$ cat src/design/dpid_pkg.sv
// ----------------------------------------------------------------------------
// dpid_pkg
// Shared types and constants of the drive PID controller: register map,
// move modes, gains, zone limits and output saturation.
// ----------------------------------------------------------------------------
`default_nettype none

package dpid_pkg;

    // Field widths fixed by the register and result formats
    localparam int HEADING_W  = 24;
    localparam int TARGET_W   = 16;
    localparam int VEL_W      = 8;
    localparam int DRIVE_W    = 15;
    localparam int INTEG_W    = 12;
    localparam int VLIMIT_W   = 14;
    localparam int APB_ADDR_W = 5;
    localparam int APB_DATA_W = 32;

    // Register map, index = paddr[4:2]
    localparam logic [2:0] REG_MOVE_MODE    = 3'd0;
    localparam logic [2:0] REG_DRIFT_ENABLE = 3'd1;
    localparam logic [2:0] REG_TARGET_COUNT = 3'd2;
    localparam logic [2:0] REG_MAX_VELOCITY = 3'd3;
    localparam logic [2:0] REG_HEADING_BASE = 3'd4;

    typedef enum logic [1:0] {
        MODE_FORWARD    = 2'd0,
        MODE_BACKWARD   = 2'd1,
        MODE_TURN_RIGHT = 2'd2,
        MODE_TURN_LEFT  = 2'd3
    } move_mode_t;

    typedef struct packed {
        move_mode_t                   move_mode;
        logic                         drift_enable;
        logic [TARGET_W-1:0]          target_count;
        logic [VEL_W-1:0]             max_velocity;
        logic signed [HEADING_W-1:0]  heading_base;
    } cfg_t;

    // Fixed point scale: one unit is 2^Q_TURN in turns, 2^Q_STRAIGHT straight
    localparam int Q_TURN     = 16;
    localparam int Q_STRAIGHT = 17;

    // Gains: straight kP = 29 * 2^15, kD = 13 * 2^16; turn kP = 6, kD = 30 (x 2^16)
    localparam int KP_STR_Q15 = 29;
    localparam int KD_STR     = 13;
    localparam int KP_TRN     = 6;
    localparam int KD_TRN     = 30;
    localparam int GAIN_SHIFT = 16;
    localparam int KI_Q16     = 655;

    localparam int ZONE_STRAIGHT = 250;
    localparam int ZONE_TURN     = 500;
    localparam int SIDE_LIMIT    = 12000;
    localparam int DRIFT_GAIN    = 5;

    // Voltage limit: ((4 * max_velocity) / 5) * 60, the /5 done as *205 >> 10
    localparam int VEL_RECIP    = 205;
    localparam int VEL_RECIP_SH = 10;
    localparam int VOLT_PER_VEL = 60;

endpackage

`default_nettype wire

$ cat src/design/dpid_apb_regs.sv
// ----------------------------------------------------------------------------
// dpid_apb_regs
// APB register file for move configuration; also derives the registered
// command voltage limit from max_velocity.
// ----------------------------------------------------------------------------
`default_nettype none

module dpid_apb_regs import dpid_pkg::*;
(
    input  logic                  clk,
    input  logic                  rst_n,
    input  logic                  psel,
    input  logic                  penable,
    input  logic                  pwrite,
    input  logic [APB_ADDR_W-1:0] paddr,
    input  logic [APB_DATA_W-1:0] pwdata,
    output logic [APB_DATA_W-1:0] prdata,
    output cfg_t                  cfg,
    output logic [VLIMIT_W-1:0]   volt_limit
);

    cfg_t                cfg_reg;
    logic [VLIMIT_W-1:0] volt_limit_reg;
    logic [VLIMIT_W-1:0] volt_limit_next;
    logic [17:0]         vel_prod;
    logic [VEL_W-1:0]    vel_q;
    logic                wr_en;
    logic [2:0]          reg_idx;

    assign wr_en   = psel && penable && pwrite;
    assign reg_idx = paddr[4:2];

    assign vel_prod        = 18'({cfg_reg.max_velocity, 2'b00}) * 18'(VEL_RECIP);
    assign vel_q           = vel_prod[VEL_RECIP_SH +: VEL_W];
    assign volt_limit_next = VLIMIT_W'(vel_q) * VLIMIT_W'(VOLT_PER_VEL);

    always_ff @(posedge clk or negedge rst_n)
    begin
        if (!rst_n)
        begin
            cfg_reg        <= '0;
            volt_limit_reg <= '0;
        end
        else
        begin
            volt_limit_reg <= volt_limit_next;
            if (wr_en)
            begin
                unique case (reg_idx)
                    REG_MOVE_MODE:    cfg_reg.move_mode    <= move_mode_t'(pwdata[1:0]);
                    REG_DRIFT_ENABLE: cfg_reg.drift_enable <= pwdata[0];
                    REG_TARGET_COUNT: cfg_reg.target_count <= pwdata[TARGET_W-1:0];
                    REG_MAX_VELOCITY: cfg_reg.max_velocity <= pwdata[VEL_W-1:0];
                    REG_HEADING_BASE: cfg_reg.heading_base <= pwdata[HEADING_W-1:0];
                    default:          ;
                endcase
            end
        end
    end

    always_comb
    begin
        unique case (reg_idx)
            REG_MOVE_MODE:    prdata = {30'b0, cfg_reg.move_mode};
            REG_DRIFT_ENABLE: prdata = {31'b0, cfg_reg.drift_enable};
            REG_TARGET_COUNT: prdata = {16'b0, cfg_reg.target_count};
            REG_MAX_VELOCITY: prdata = {24'b0, cfg_reg.max_velocity};
            REG_HEADING_BASE: prdata = {{8{cfg_reg.heading_base[HEADING_W-1]}},
                                        cfg_reg.heading_base};
            default:          prdata = '0;
        endcase
    end

    assign cfg        = cfg_reg;
    assign volt_limit = volt_limit_reg;

endmodule

`default_nettype wire

$ cat config.mk
export PLATFORM = sky130hd
export DESIGN_NAME = dpid_apb_regs
export DESIGN_NICKNAME = d
export VERILOG_FILES = /design/src/design/dpid_pkg.sv /design/src/design/dpid_apb_regs.sv
export SDC_FILE = /design/constraint.sdc
export NUM_CORES = 1
export LEC_CHECK = 0
export ABC_AREA = 1
export BUFFER_PORTS_ARGS = -buffer_cell sky130_fd_sc_hd__buf_2
export CORE_UTILIZATION = 48
export DETAILED_ROUTE_END_ITERATION = 16
export GPL_ROUTABILITY_DRIVEN = 0
export MAX_ROUTING_LAYER = met4
export PLACE_DENSITY = 0.86
export SYNTH_ARGS = -nofsm -noshare
export SYNTH_HDL_FRONTEND = slang
export SYNTH_SLANG_ARGS = --single-unit
$ cat constraint.sdc
create_clock -name clk -period 6.3 [get_ports clk]
set_clock_uncertainty 0.2 [all_clocks]
set_input_delay 0.63 -clock clk [delete_from_list [all_inputs] [get_ports clk]]
set_output_delay 0.63 -clock clk [all_outputs]
set_load 0.02 [all_outputs]
### After elaboration in Yosys (flattened, before gate mapping)

Index checks and enable logic that the tools add are counted.

* bits in registers: 63
* input port bits: 42

* mux-type cells: 1
* eq/ne operators: 4
* multiply operators: 2
* reductions and logical operators: 8

Operators with widths (number)
* $pmux 32 s5: 1
* $mul 8x8->16 const B: 1
* $mul 8x4->12 const B: 1
* $reduce_and 2->1: 5
* $eq 3x2->1 const B: 2
* $eq 3x1->1 const B: 1
* $eq 3x3->1 const B: 1
* $logic_not 3->1: 1
* $logic_and 1x1->1: 2

### Longest topological paths before layout

* depth after elaboration: 3
* depth in mapped cells: 31
* mapped depth without buffers: 31

### Least setup slack after synthesis

Ideal clock, no wire load.

* path type: register to register
* from: register cfg_reg, in the netlist cfg[26]
* to: register volt_limit_reg[10], in the netlist volt_limit[10]
* arrival: 5.745 ns
* library setup time: 0.124 ns
* slack: 0.231 ns
* path buffers: 0
* clock period less this slack: 6.069 ns
* cell stages (with the launch flop): 25
* data required time: 5.976 ns
* path through: dfrtp_1 -> ha_1 -> inv_1 -> fa_1 -> inv_1 -> fa_1 -> inv_1 -> fa_1 -> inv_1 -> ha_1 -> a21oi_1 -> o21ai_1 -> a21o_1 -> xor2_1 -> inv_1 -> fa_1 -> inv_1 -> fa_1 -> inv_1 -> fa_1 -> o21ai_0 -> a21oi_1 -> nor2_1 -> nor2_1 -> xnor2_1

* word-level cells in the longest chain between the ends: 2

Ends and longest elaborated chain
* start: declaration: line dpid_apb_regs.sv:22 `cfg_t cfg_reg;`
* $mul 8x8->16: line dpid_apb_regs.sv:33 `assign vel_prod = 18'({cfg_reg.max_velocity, 2'b00}) * 18'(VEL_RECIP);`
* $mul 8x4->12: line dpid_apb_regs.sv:35 `assign volt_limit_next = VLIMIT_W'(vel_q) * VLIMIT_W'(VOLT_PER_VEL);`
* via volt_limit_next[10]: line dpid_apb_regs.sv:24 `logic [VLIMIT_W-1:0] volt_limit_next;`
* end signal: assignment: line dpid_apb_regs.sv:46 `volt_limit_reg <= volt_limit_next;`
* end: declaration: line dpid_apb_regs.sv:23 `logic [VLIMIT_W-1:0] volt_limit_reg;`

The timed path passes the listed nets, and every way through them passes these cells.
A chain may end at the register's enable or synchronous reset.

### Final worst setup path

* from: register cfg_reg, in the netlist cfg[25]
* to: register volt_limit_reg[13], in the netlist volt_limit[13]

Same word-level chain as after synthesis.

==> run_results.csv <==
group,metric,value,unit
die,num_rows,35,
global_route,track_usage,23.44,%
global_route,antenna_found_initial,0,
global_route,grt_pass1_vias,4064,
timing,relSlewSlack,42.39,%
timing,timing.final.crit_share,96.11,%
worst_hold_path,hold_path.class,"primary input to async pin",
clock_tree,cts_tree,"built",
timing,worstMarginPinSlew,862.0,ps
yosys,synth_seq_cells,63,
timing,clock.fmax,165.1,MHz
placed_design,io_buffers,126,
yosys,ys_seq_area_share,33.27,%
global_route,grt_pass1_wl,18150,um
placed_design,dp_hpwl,9028,um
critical_path,start_kind,"register",
clock_tree,htreeDepth,3,
critical_path,crit_buf_inv,7,
detailed_routing,vias_per_cell,5.050,
critical_path,worstSetupStartpoint,"cfg[25]",
layout,largest_register_ffs,51,
clock_tree,cts_buffers,9,
critical_path,worst_ep_arrival_time,6120,ps
critical_path,cp_data_required_time,6360,ps
detailed_routing,drc,0,
timing,final-setup-viol-count,0,
clock_tree,root_buffer,"clkbuf_8",
critical_path,cp-end-kind,"register",
critical_path,rr_startpoint,"cfg[25]",
critical_path,rrSetupSlack,240,ps
yosys,yosys.area.top_type,"dfrtp_1",
detailed_routing,top_layer,"met4",
detailed_routing,drt-pass1-iter-count,4,
critical_path,r2r_cells,27,
critical_path,crit_path_end,"volt_limit[13]",
layout,layout-drive-gt1-share,26.76,%
yosys,synth.distinct_cells,36,
critical_path,crit_type,"register to register",
timing,final_hold_viol_count,0,
detailed_routing,met1_length,4855,um
die,coreArea,0.009415,mm^2
critical_path,crit_cells,27,
timing,setup_tns,0,ps
detailed_routing,num_vias,4161,
global_route,grt_max_degree,64,
die,start_util,50.33,%
clock_tree,max-clock-path-buffers,2,
detailed_routing,ant_nets,0,
die,dieArea,0.01027,mm^2
clock_tree,clkLatencyLatePin,330,ps
layout,nFillCells,808,
detailed_routing,route.met2.wl,6013,um
critical_path,cp_slowest_cell,"fa_1",
layout,areaGrowthSynthToFinish,20.81,%
yosys,synthCells,563,
yosys,netlist_area,0.004738,mm^2
yosys,syn_area_per_cell,8.416,um^2
die,die_x,101.4,um
yosys,synth.area.top_cells,"dfrtp_1 33%, ha_1 15%, nand2_1 9.7%",
flow_run,cap_violations,0,
detailed_routing,wl_per_cell,14.11,um
clock_tree,clock_sinks,63,
critical_path,reg2reg_to,"volt_limit[13]",
critical_path,crit_family,"adder cells",
clock_tree,clk_pin_slew_worst_paths,80,ps
die,die_y,101.4,um
layout,multi_input_area,0.002705,mm^2
global_route,grt_overflow_total,0,
critical_path,max_stage_delay,540,ps
critical_path,crit_fanout,6,
die,num_io_pins,139,
detailed_routing,drt_iter0_drc,187,
critical_path,path_common_cell,"inv_1",
timing,slew_violations,0,
detailed_routing,drt_wl_total,11630,um
outcome,status,"finished, final reports clean",
layout,regArea,0.001577,mm^2
timing,rsz0062_at_grt,"true",
yosys,yosys_warnings,0,
layout,layout.nets,810,
timing,fin_crit,6055,ps
timing,whs,270.1,ps
detailed_routing,wl_met3,554,um
layout,antennaDiodeCount,0,
yosys,synth_top_area_share,33.27,%
-- worst reg2reg max path, cell delays in order, from the launching register on --
cell	delay, ps
dfrtp_1	390
ha_1	310
inv_1	60
fa_1	540
inv_1	60
fa_1	530
inv_1	60
fa_1	540
inv_1	40
ha_1	350
nand2_2	110
nor2_2	150
nand3_1	130
nand3_1	110
nand2_1	80
nand2_1	110
xor2_2	220
inv_1	130
ha_1	300
inv_1	50
fa_1	520
inv_1	50
ha_2	370
nand2_1	70
nor2_1	130
nand3_1	100
o2111ai_1	120
xor2_1	180
-- per-stage QoR --
stage | utilization, % | cells | instance area [um^2] | setup slack (ps)
finish | 60.80 | 824 | 5724 | 244.8
global route | 60.80 | 824 | 5724 | -83.86
CTS | 59.91 | 822 | 5640 | 9.216
detailed placement | 57.90 | 806 | 5451 | 41.32
global placement | 57.90 | 806 | 5451 | 182.9
floorplan | - | 564 | 4742 | 230.6
-- per-layer routing --
metal | track usage [%] | up-vias
li1 | - | 2032
met1 | 27.97 | 1989
met2 | 39.72 | 122
met3 | 4.072 | 18
met4 | 8.696 | 0
met5 | - | -
-- layout by cell type, fill, tap and decap left out, types with 4 or more instances in the layout --
cell | synthesis | layout
buf_2 | 3 | 126
nand2_1 | 122 | 121
inv_1 | 96 | 96
dfrtp_1 | 63 | 63
ha_1 | 58 | 55
o21ai_0 | 32 | 30
nor2_1 | 29 | 27
nand3_1 | 25 | 25
a21oi_1 | 24 | 22
fa_1 | 20 | 20
buf_4 | 12 | 12
o21ai_2 | 8 | 11
xor2_1 | 11 | 9
clkbuf_8 | 0 | 9
a22o_1 | 8 | 8
o21ai_1 | 8 | 7
nand2_2 | 3 | 4
xnor2_1 | 4 | 4
a21o_1 | 4 | 4
-- cells by family (layout without fill, tap and decap cells) --
family | Yosys count | count (layout) | share of synthesized area [%]
XOR/XNOR | 15 | 15 | 2.773
buffers and inverters | 122 | 253 | 11.17
AND/OR/NAND/NOR | 190 | 190 | 17.01
adder cells (fa/ha/maj) | 78 | 78 | 23.77
other | 1 | 2 | 0.07914
flip-flops | 63 | 63 | 33.27
AO/OA/AOI/OAI | 94 | 94 | 11.94
-- area by class of cell --
type / instances / share of cell area, %
Clock buffer: 10 / 2.230
Clock inverter: 6 / 1.071
Inverter: 99 / 6.492
Multi-Input combinational cell: 379 / 47.26
Sequential cell: 63 / 27.54
Tap cell: 129 / 2.820
Timing Repair Buffer: 138 / 12.59
-- cells in the mapped netlist, drive strengths merged --
master	count
nor2	31
a21oi	24
fa	20
a21o	4
dfrtp	63
buf	18
a31oi	2
nand3	25
nand4	2
a21boi	3
o21bai	1
clkbuf	5
ha	58
inv	99
nor3b	1
conb	1
a22o	8
o31ai	1
xor2	11
xnor2	4
o21ai	48
nor3	5
o211ai	1
nand2	126
o2111ai	2
-- repair_timing --
action | in CTS | in global routing
buffers inserted | 0 | 2
endpoints found under the setup margin | 0 | 6
gates resized for setup | 0 | 15
hold buffers | 0 | 0
-- worst min-delay path by stage --
stage,depth (start not counted),slack [ps],to,start
after CTS,2,280,cfg[8],rst_n
final,2,270,cfg[42],rst_n
after global routing,2,330,cfg[8],rst_n
after detailed placement,2,300,cfg[44],cfg[44]
after global placement,2,290,cfg[6],cfg[6]
after floorplan,0,130,cfg[0],rst_n
Power is left out: the tool's default activity adds up to more than one toggle a clock period on the data nets, which glitch-free logic cannot reach.
