--- src/design/dpid_pkg.sv ---
// ----------------------------------------------------------------------------
// dpid_pkg
// Shared types and constants of the drive PID controller: register map,
// move modes, gains, zone limits and output saturation.
// ----------------------------------------------------------------------------
`default_nettype none

package dpid_pkg;

    // Field widths fixed by the register and result formats
    localparam int HEADING_W  = 24;
    localparam int TARGET_W   = 16;
    localparam int VEL_W      = 8;
    localparam int DRIVE_W    = 15;
    localparam int INTEG_W    = 12;
    localparam int VLIMIT_W   = 14;
    localparam int APB_ADDR_W = 5;
    localparam int APB_DATA_W = 32;

    // Register map, index = paddr[4:2]
    localparam logic [2:0] REG_MOVE_MODE    = 3'd0;
    localparam logic [2:0] REG_DRIFT_ENABLE = 3'd1;
    localparam logic [2:0] REG_TARGET_COUNT = 3'd2;
    localparam logic [2:0] REG_MAX_VELOCITY = 3'd3;
    localparam logic [2:0] REG_HEADING_BASE = 3'd4;

    typedef enum logic [1:0] {
        MODE_FORWARD    = 2'd0,
        MODE_BACKWARD   = 2'd1,
        MODE_TURN_RIGHT = 2'd2,
        MODE_TURN_LEFT  = 2'd3
    } move_mode_t;

    typedef struct packed {
        move_mode_t                   move_mode;
        logic                         drift_enable;
        logic [TARGET_W-1:0]          target_count;
        logic [VEL_W-1:0]             max_velocity;
        logic signed [HEADING_W-1:0]  heading_base;
    } cfg_t;

    // Fixed point scale: one unit is 2^Q_TURN in turns, 2^Q_STRAIGHT straight
    localparam int Q_TURN     = 16;
    localparam int Q_STRAIGHT = 17;

    // Gains: straight kP = 29 * 2^15, kD = 13 * 2^16; turn kP = 6, kD = 30 (x 2^16)
    localparam int KP_STR_Q15 = 29;
    localparam int KD_STR     = 13;
    localparam int KP_TRN     = 6;
    localparam int KD_TRN     = 30;
    localparam int GAIN_SHIFT = 16;
    localparam int KI_Q16     = 655;

    localparam int ZONE_STRAIGHT = 250;
    localparam int ZONE_TURN     = 500;
    localparam int SIDE_LIMIT    = 12000;
    localparam int DRIFT_GAIN    = 5;

    // Voltage limit: ((4 * max_velocity) / 5) * 60, the /5 done as *205 >> 10
    localparam int VEL_RECIP    = 205;
    localparam int VEL_RECIP_SH = 10;
    localparam int VOLT_PER_VEL = 60;

endpackage

`default_nettype wire

--- src/design/dpid_error_unit.sv ---
// ----------------------------------------------------------------------------
// dpid_error_unit
// Error against target, integral zone with symmetric clamp, and derivative
// for one sample.
// ----------------------------------------------------------------------------
`default_nettype none

module dpid_error_unit import dpid_pkg::*;
#(
    parameter int SENSOR_BITS = 24
)
(
    input  cfg_t                                  cfg,
    input  logic                                  first_sample,
    input  logic signed [SENSOR_BITS-1:0]         right_count,
    input  logic signed [SENSOR_BITS-1:0]         left_count,
    input  logic signed [SENSOR_BITS-1:0]         heading_now,
    input  logic signed [INTEG_W-1:0]             integral_cur,
    input  logic signed [((SENSOR_BITS > HEADING_W) ? SENSOR_BITS : HEADING_W) + 1:0]
                                                  prev_error,
    output logic signed [((SENSOR_BITS > HEADING_W) ? SENSOR_BITS : HEADING_W) + 1:0]
                                                  err,
    output logic signed [((SENSOR_BITS > HEADING_W) ? SENSOR_BITS : HEADING_W) + 2:0]
                                                  deriv,
    output logic signed [INTEG_W-1:0]             integral_next,
    output logic signed [((SENSOR_BITS > HEADING_W) ? SENSOR_BITS : HEADING_W):0]
                                                  head_delta
);

    localparam int DW = ((SENSOR_BITS > HEADING_W) ? SENSOR_BITS : HEADING_W) + 1;
    localparam int EW = DW + 1;

    logic                    turn;
    logic [SENSOR_BITS:0]    sum_rl;
    logic [SENSOR_BITS:0]    abs_rl;
    logic [EW-1:0]           err_str;
    logic [DW-1:0]           abs_dh;
    logic [EW-1:0]           err_trn;
    logic signed [EW-1:0]    zone_v;
    logic                    in_zone;
    logic signed [INTEG_W-1:0] integ_in;
    logic signed [EW-1:0]    prev_in;
    logic signed [INTEG_W:0] acc;
    logic signed [INTEG_W:0] acc_sat;
    logic signed [INTEG_W:0] lim;

    assign turn = (cfg.move_mode == MODE_TURN_RIGHT) || (cfg.move_mode == MODE_TURN_LEFT);

    // Straight: error in half ticks against the mean of both encoders
    assign sum_rl  = {right_count[SENSOR_BITS-1], right_count}
                   + {left_count[SENSOR_BITS-1], left_count};
    assign abs_rl  = sum_rl[SENSOR_BITS] ? (~sum_rl + 1'b1) : sum_rl;
    assign err_str = {{(EW-TARGET_W-1){1'b0}}, cfg.target_count, 1'b0}
                   - {{(EW-SENSOR_BITS-1){1'b0}}, abs_rl};

    // Turn: error in centidegrees against heading change
    assign head_delta = {{(DW-SENSOR_BITS){heading_now[SENSOR_BITS-1]}}, heading_now}
                      - {{(DW-HEADING_W){cfg.heading_base[HEADING_W-1]}}, cfg.heading_base};
    assign abs_dh  = head_delta[DW-1] ? (~head_delta + 1'b1) : head_delta;
    assign err_trn = {{(EW-TARGET_W){1'b0}}, cfg.target_count} - {1'b0, abs_dh};

    assign err = turn ? err_trn : err_str;

    assign zone_v  = turn ? EW'(ZONE_TURN) : EW'(ZONE_STRAIGHT);
    assign in_zone = (err < zone_v) && (err > -zone_v);

    assign integ_in = first_sample ? '0 : integral_cur;
    assign prev_in  = first_sample ? '0 : prev_error;

    // Only meaningful inside the zone, where the error is small
    assign acc = {integ_in[INTEG_W-1], integ_in} + err[INTEG_W:0];
    assign lim = turn ? $signed({4'b0, cfg.max_velocity, 1'b0})
                      : $signed({3'b0, cfg.max_velocity, 2'b00});

    always_comb
    begin
        if (acc > lim)
            acc_sat = lim;
        else if (acc < -lim)
            acc_sat = -lim;
        else
            acc_sat = acc;
    end

    assign integral_next = in_zone ? acc_sat[INTEG_W-1:0] : '0;

    // Hold the derivative at zero once on target
    assign deriv = (err == '0) ? '0
                 : ({err[EW-1], err} - {prev_in[EW-1], prev_in});

endmodule

`default_nettype wire

--- config.mk ---
export PLATFORM = sky130hd
export DESIGN_NAME = dpid_error_unit
export DESIGN_NICKNAME = d
export VERILOG_FILES = /design/src/design/dpid_pkg.sv /design/src/design/dpid_error_unit.sv
export SDC_FILE = /design/constraint.sdc
export NUM_CORES = 1
export LEC_CHECK = 0
export ABC_AREA = 0
export BUFFER_PORTS_ARGS = -buffer_cell sky130_fd_sc_hd__buf_2
export CORE_MARGIN = 5
export CORE_UTILIZATION = 45
export DETAILED_ROUTE_END_ITERATION = 7
export PLACE_DENSITY_LB_ADDON = 0.08
export SYNTH_ARGS = -nofsm -noshare
export SYNTH_HDL_FRONTEND = slang
export SYNTH_SLANG_ARGS = --single-unit
--- constraint.sdc ---
create_clock -name vclk -period 31
set_input_delay 6.2 -clock vclk [all_inputs]
set_output_delay 6.2 -clock vclk [all_outputs]
set_load 0.1 [all_outputs]
### After elaboration in Yosys (flattened, before gate mapping)

Cells that the tools add are included.

* bitwise gates (word level): 2
* reduce and logical (&&, ||, !) cells: 3
* equal/unequal tests: 2
* multiplexer cells: 11
* $lt $le $gt $ge: 4
* $add $sub $neg: 10

Operators by type and width (number)
* 2-to-1 mux 26 bit: 2
* adder 25 x 1 -> 25 bit, second input constant: 2
* 2-to-1 mux 25 bit: 2
* NOT 25 bit: 2
* 2-to-1 mux 12 bit: 4
* 2-to-1 mux 27 bit: 1
* subtractor 26 x 26 -> 27 bit: 1
* > comparator 26 bit: 1
* logical NOT 26 bit: 1
* < comparator 26 x 10 -> 1 bit: 1
* negator 9 -> 26 bit: 1
* subtractor 16 x 25 -> 26 bit: 1
* subtractor 17 x 25 -> 26 bit: 1
* adder 24 x 24 -> 25 bit: 1
* subtractor 24 x 24 -> 25 bit: 1
* adder 13 bit: 1
* > comparator 13 x 11 -> 1 bit: 1
* < comparator 13 bit: 1
* negator 10 -> 13 bit: 1
* 2-to-1 mux 10 bit: 1
* 2-to-1 mux 9 bit: 1
* == test 2 bit, second input constant: 2
* logical AND 1 bit: 1
* logical OR 1 bit: 1

* register bits: 0
* logic and storage cells: 32
* output and inout port bits: 90
* input port bits: 162

### Logic depth before layout (Yosys ltp)

* depth after elaboration: 11
* depth in mapped cells: 40

### Worst setup path after synthesis

OpenSTA, ideal clock, no wires.

* kind: input to output
* start point: input port heading_now[0]
* end point: output port deriv[24] (netlist name)
* arrival time: 18.293 ns
* cell stages on the path: 27
* buffers on the path: 0
* slack: 6.507 ns
* cells stage by stage: inv_1 ha_1 fa_1 nor2b_4 o211ai_1 and4_1 nor4_1 nor4_4 a21oi_1 xnor2_1 ha_1 nor3_1 a211o_1 o21a_1 o21ba_2 or4b_2 xnor2_1 mux2i_1 ha_1 a21o_1 a21o_1 a21oi_1 a31oi_1 a31o_2 a21o_1 nor2_1 nor3b_1

RTL lines
* start, declared: line dpid_error_unit.sv:17 `input logic signed [SENSOR_BITS-1:0] heading_now,`
* end, declared: line dpid_error_unit.sv:24 `deriv,`

### Worst setup path after layout

* start point: input port cfg[0] (netlist name)
* end point: output port integral_next[3]

* cells in the longest elaborated chain, start to end: 11
* elaborated cells on any way between the ends: 15
* classes of those cells: 4 x add/sub; 4 x order compare; 5 x mux; 1 x bitwise; 1 x reduce/logical

RTL lines
* start, declared: line dpid_error_unit.sv:13 `input cfg_t cfg,`
* subtractor 24 x 24 -> 25 bit *: line dpid_error_unit.sv:58 `- {{(DW-HEADING_W){cfg.heading_base[HEADING_W-1]}}, cfg.heading_base};`
* NOT 25 bit: line dpid_error_unit.sv:59 `assign abs_dh = head_delta[DW-1] ? (~head_delta + 1'b1) : head_delta;`
* adder 25 x 1 -> 25 bit: line dpid_error_unit.sv:59
* 2-to-1 mux 25 bit *: line dpid_error_unit.sv:59
* subtractor 16 x 25 -> 26 bit *: line dpid_error_unit.sv:60 `assign err_trn = {{(EW-TARGET_W){1'b0}}, cfg.target_count} - {1'b0, abs_dh};`
* 2-to-1 mux 26 bit *: line dpid_error_unit.sv:62 `assign err = turn ? err_trn : err_str;`
* adder 13 bit: line dpid_error_unit.sv:71 `assign acc = {integ_in[INTEG_W-1], integ_in} + err[INTEG_W:0];`
* < comparator 13 bit: line dpid_error_unit.sv:79 `else if (acc < -lim)`
* 2-to-1 mux 12 bit: line dpid_error_unit.sv:79
* 2-to-1 mux 12 bit: line dpid_error_unit.sv:77 `if (acc > lim)`
* 2-to-1 mux 12 bit *: line dpid_error_unit.sv:85 `assign integral_next = in_zone ? acc_sat[INTEG_W-1:0] : '0;`
* end, declared: line dpid_error_unit.sv:25 `output logic signed [INTEG_W-1:0] integral_next,`

Mark *: on every way between the ends. The rest lies on a longest branch, timed or not.

==> impl_results.md <==
- Run status: completed
- Fraction of the mapped netlist area in compound gates: 0.306
- Synth top area share: 0.175
- DR vias: 11400
- DR iter-0 viols: 692
- Pin count of the biggest net entering global routing: 61
- Worst hold path type: primary input to primary output
- Detail Route Antenna Nets: 0
- Synth Area in XOR/XNOR: 0.111
- Main area contributors after synthesis: ha_1 18%, xnor2_1 6.8%, nor2_1 5.3%, a21oi_1 4.9%, xor2_1 4.4%
- Fraction of layout cells with a size suffix above 1: 0.193
- Die W: 161 um
- Seq/Total Area, Yosys: 0
- First-pass GRT wire length: 51100 um
- Worst Setup EP: integral_next[3]
- CP max FO: 17
- Row Count: 55
- Req. time, crit path: 24800 ps
- Final nets: 1983
- Finished Core Util: 0.514
- Vias in the first global route: 10500
- WS Path Type: primary input to primary output
- Syn. warnings: 0
- Synth Area in Adders: 0.188
- Total negative slack: 0 ps
- FF+latch area: 0 sq um
- Tcrit/Tclk final: 0.694
- Initial antenna violation count: 2
- Final Setup Violations: 0
- Final hold violations: 0
- Clkbuf count: 0
- Avg WL per Cell: 16.5 um
- Initial Util: 0.454
- Post-CTS Resized: 0
- Fill count: 2303
- Max Fclk: 46.5 MHz
- Mux contribution to synthesized area: 0.0346
- Rel. slew slack: 0.286
- DIE AREA: 0.0258 sq mm
- Syn Area/Cell: 7.02 sq um
- Inst Count DP: 1955
- Final Instance Area: 0.0116 sq mm
- Synthesized cell area: 0.0102 sq mm
- Drt drc: 0
- Syn nets: 1767
- Worst Setup SP: cfg[0]
- Remaining Overflow, GRT: 0
- Port-buffer cells: 250
- CP arrival: 15320 ps
- Tot GR Track Use: 0.229
- Post-DP Area: 0.0116 sq mm
- Most common library cells after synthesis: 143 x ha_1, 143 x nor2_1, 101 x a21oi_1, 96 x nand2_1
- CP max-delay cell: o21ai_2
- Worst-margin pin slew: 1070 ps
- RSZ-0062 raised after global routing: false
- GPL Wtd Cong: 0.912
- Hold buffer count at CTS: 0
- Seq_cells: 0
- Worst Setup End Kind: primary output
- Vias/cell: 5.84
- Max-cap violations: 0
- Post-CTS Setup Repair Bufs: 0
- Final WL: 32200 um
- Top cell type by total area after synthesis: ha_1
- Simple-gate share of the synthesized area: 0.298
- Chip height: 161 um
- Slowest cell delay on critical path: 730 ps
- Dpl hpwl: 27100 um
- Synth Instances: 1456
- Tmin final: 21520 ps
- I/O pin count: 252
- Pre-antenna DRT Iters: 5
- Synth-to-Final Area Change: 13.3%
- Area of the core: 0.0225 sq mm
- Startpoint types: primary input
- Unique masters post-synth: 111
- Largest family of logic cells by synthesized area: compound AO/OA/AOI/OAI gates
- Layout Cells excl Fill: 1956
- Fin. max-slew vios: 0
## layout by cell type, fill, tap and decap left out, types with 17 or more instances in the layout
master,n
buf_2,250
mux2i_1,23
nand3_1,32
nand4_1,17
nor2_1,143
a21oi_1,101
xnor2_1,79
nor3_1,58
nor2b_1,39
a21o_1,35
nand2_1,96
inv_1,87
ha_1,143
xor2_1,51
nand2b_1,47
o21ai_0,87
o21a_1,37
## critical path: cells and delay by family
family,cells,cell delay (ps)
compound gates,14,3500
buf+inv,3,1100
simple gates,7,1330
xor+xnor,2,400
fa+ha+maj,6,2100
mux,2,670
## final cells by class
class | instances | area [sq um] | share of cell area
timing repair buffer | 257 | 1300 | 0.113
multi-input combinational | 1325 | 9580 | 0.828
antenna | 1 | 2.50 | 0.000216
tap | 285 | 357 | 0.0308
inverter | 88 | 330 | 0.0285
## worst min-delay path by stage
stage                        startpoint                to  slack, ps  cells past startpoint
after floorplan                 cfg[31]  integral_next[9]      12900                      2
after global placement    prev_error[0]          deriv[0]      13060                      5
after detailed placement        cfg[31]  integral_next[9]      13060                      4
after CTS                       cfg[31]  integral_next[9]      13060                      4
after global routing             cfg[0]     head_delta[0]      13100                      4
final                     prev_error[0]          deriv[0]      13060                      5
## stage by stage
step                      hold slack, ps  setup slack [ps]
after global placement             13060              9680
after global routing               13100              8910
after detailed placement           13060              9570
final                              13060              9480
after CTS                          13060              9550
after floorplan                    12900              6510
## cell families (layout without fill, tap and decap cells)
| group | count (synthesis) | after routing |
|---|---|---|
| AOI/OAI and AO/OA | 445 | 445 |
| xor gates and xnor gates | 130 | 130 |
| adders and majority gates | 150 | 150 |
| buffers and inverters | 131 | 345 |
| muxes | 34 | 34 |
| other | 0 | 1 |
| and+or+nand+nor | 566 | 566 |
## layer usage
metal,track usage,up-vias,part of all wire
li1,-,5871,-
met1,0.317,5225,0.48
met2,0.399,293,0.46
met3,0.0157,37,0.044
met4,0.0349,2,0.015
met5,0,-,0.00040
Power is not shown: default switching activity piles up to over one toggle a cycle in this logic, so the estimate is an artifact.
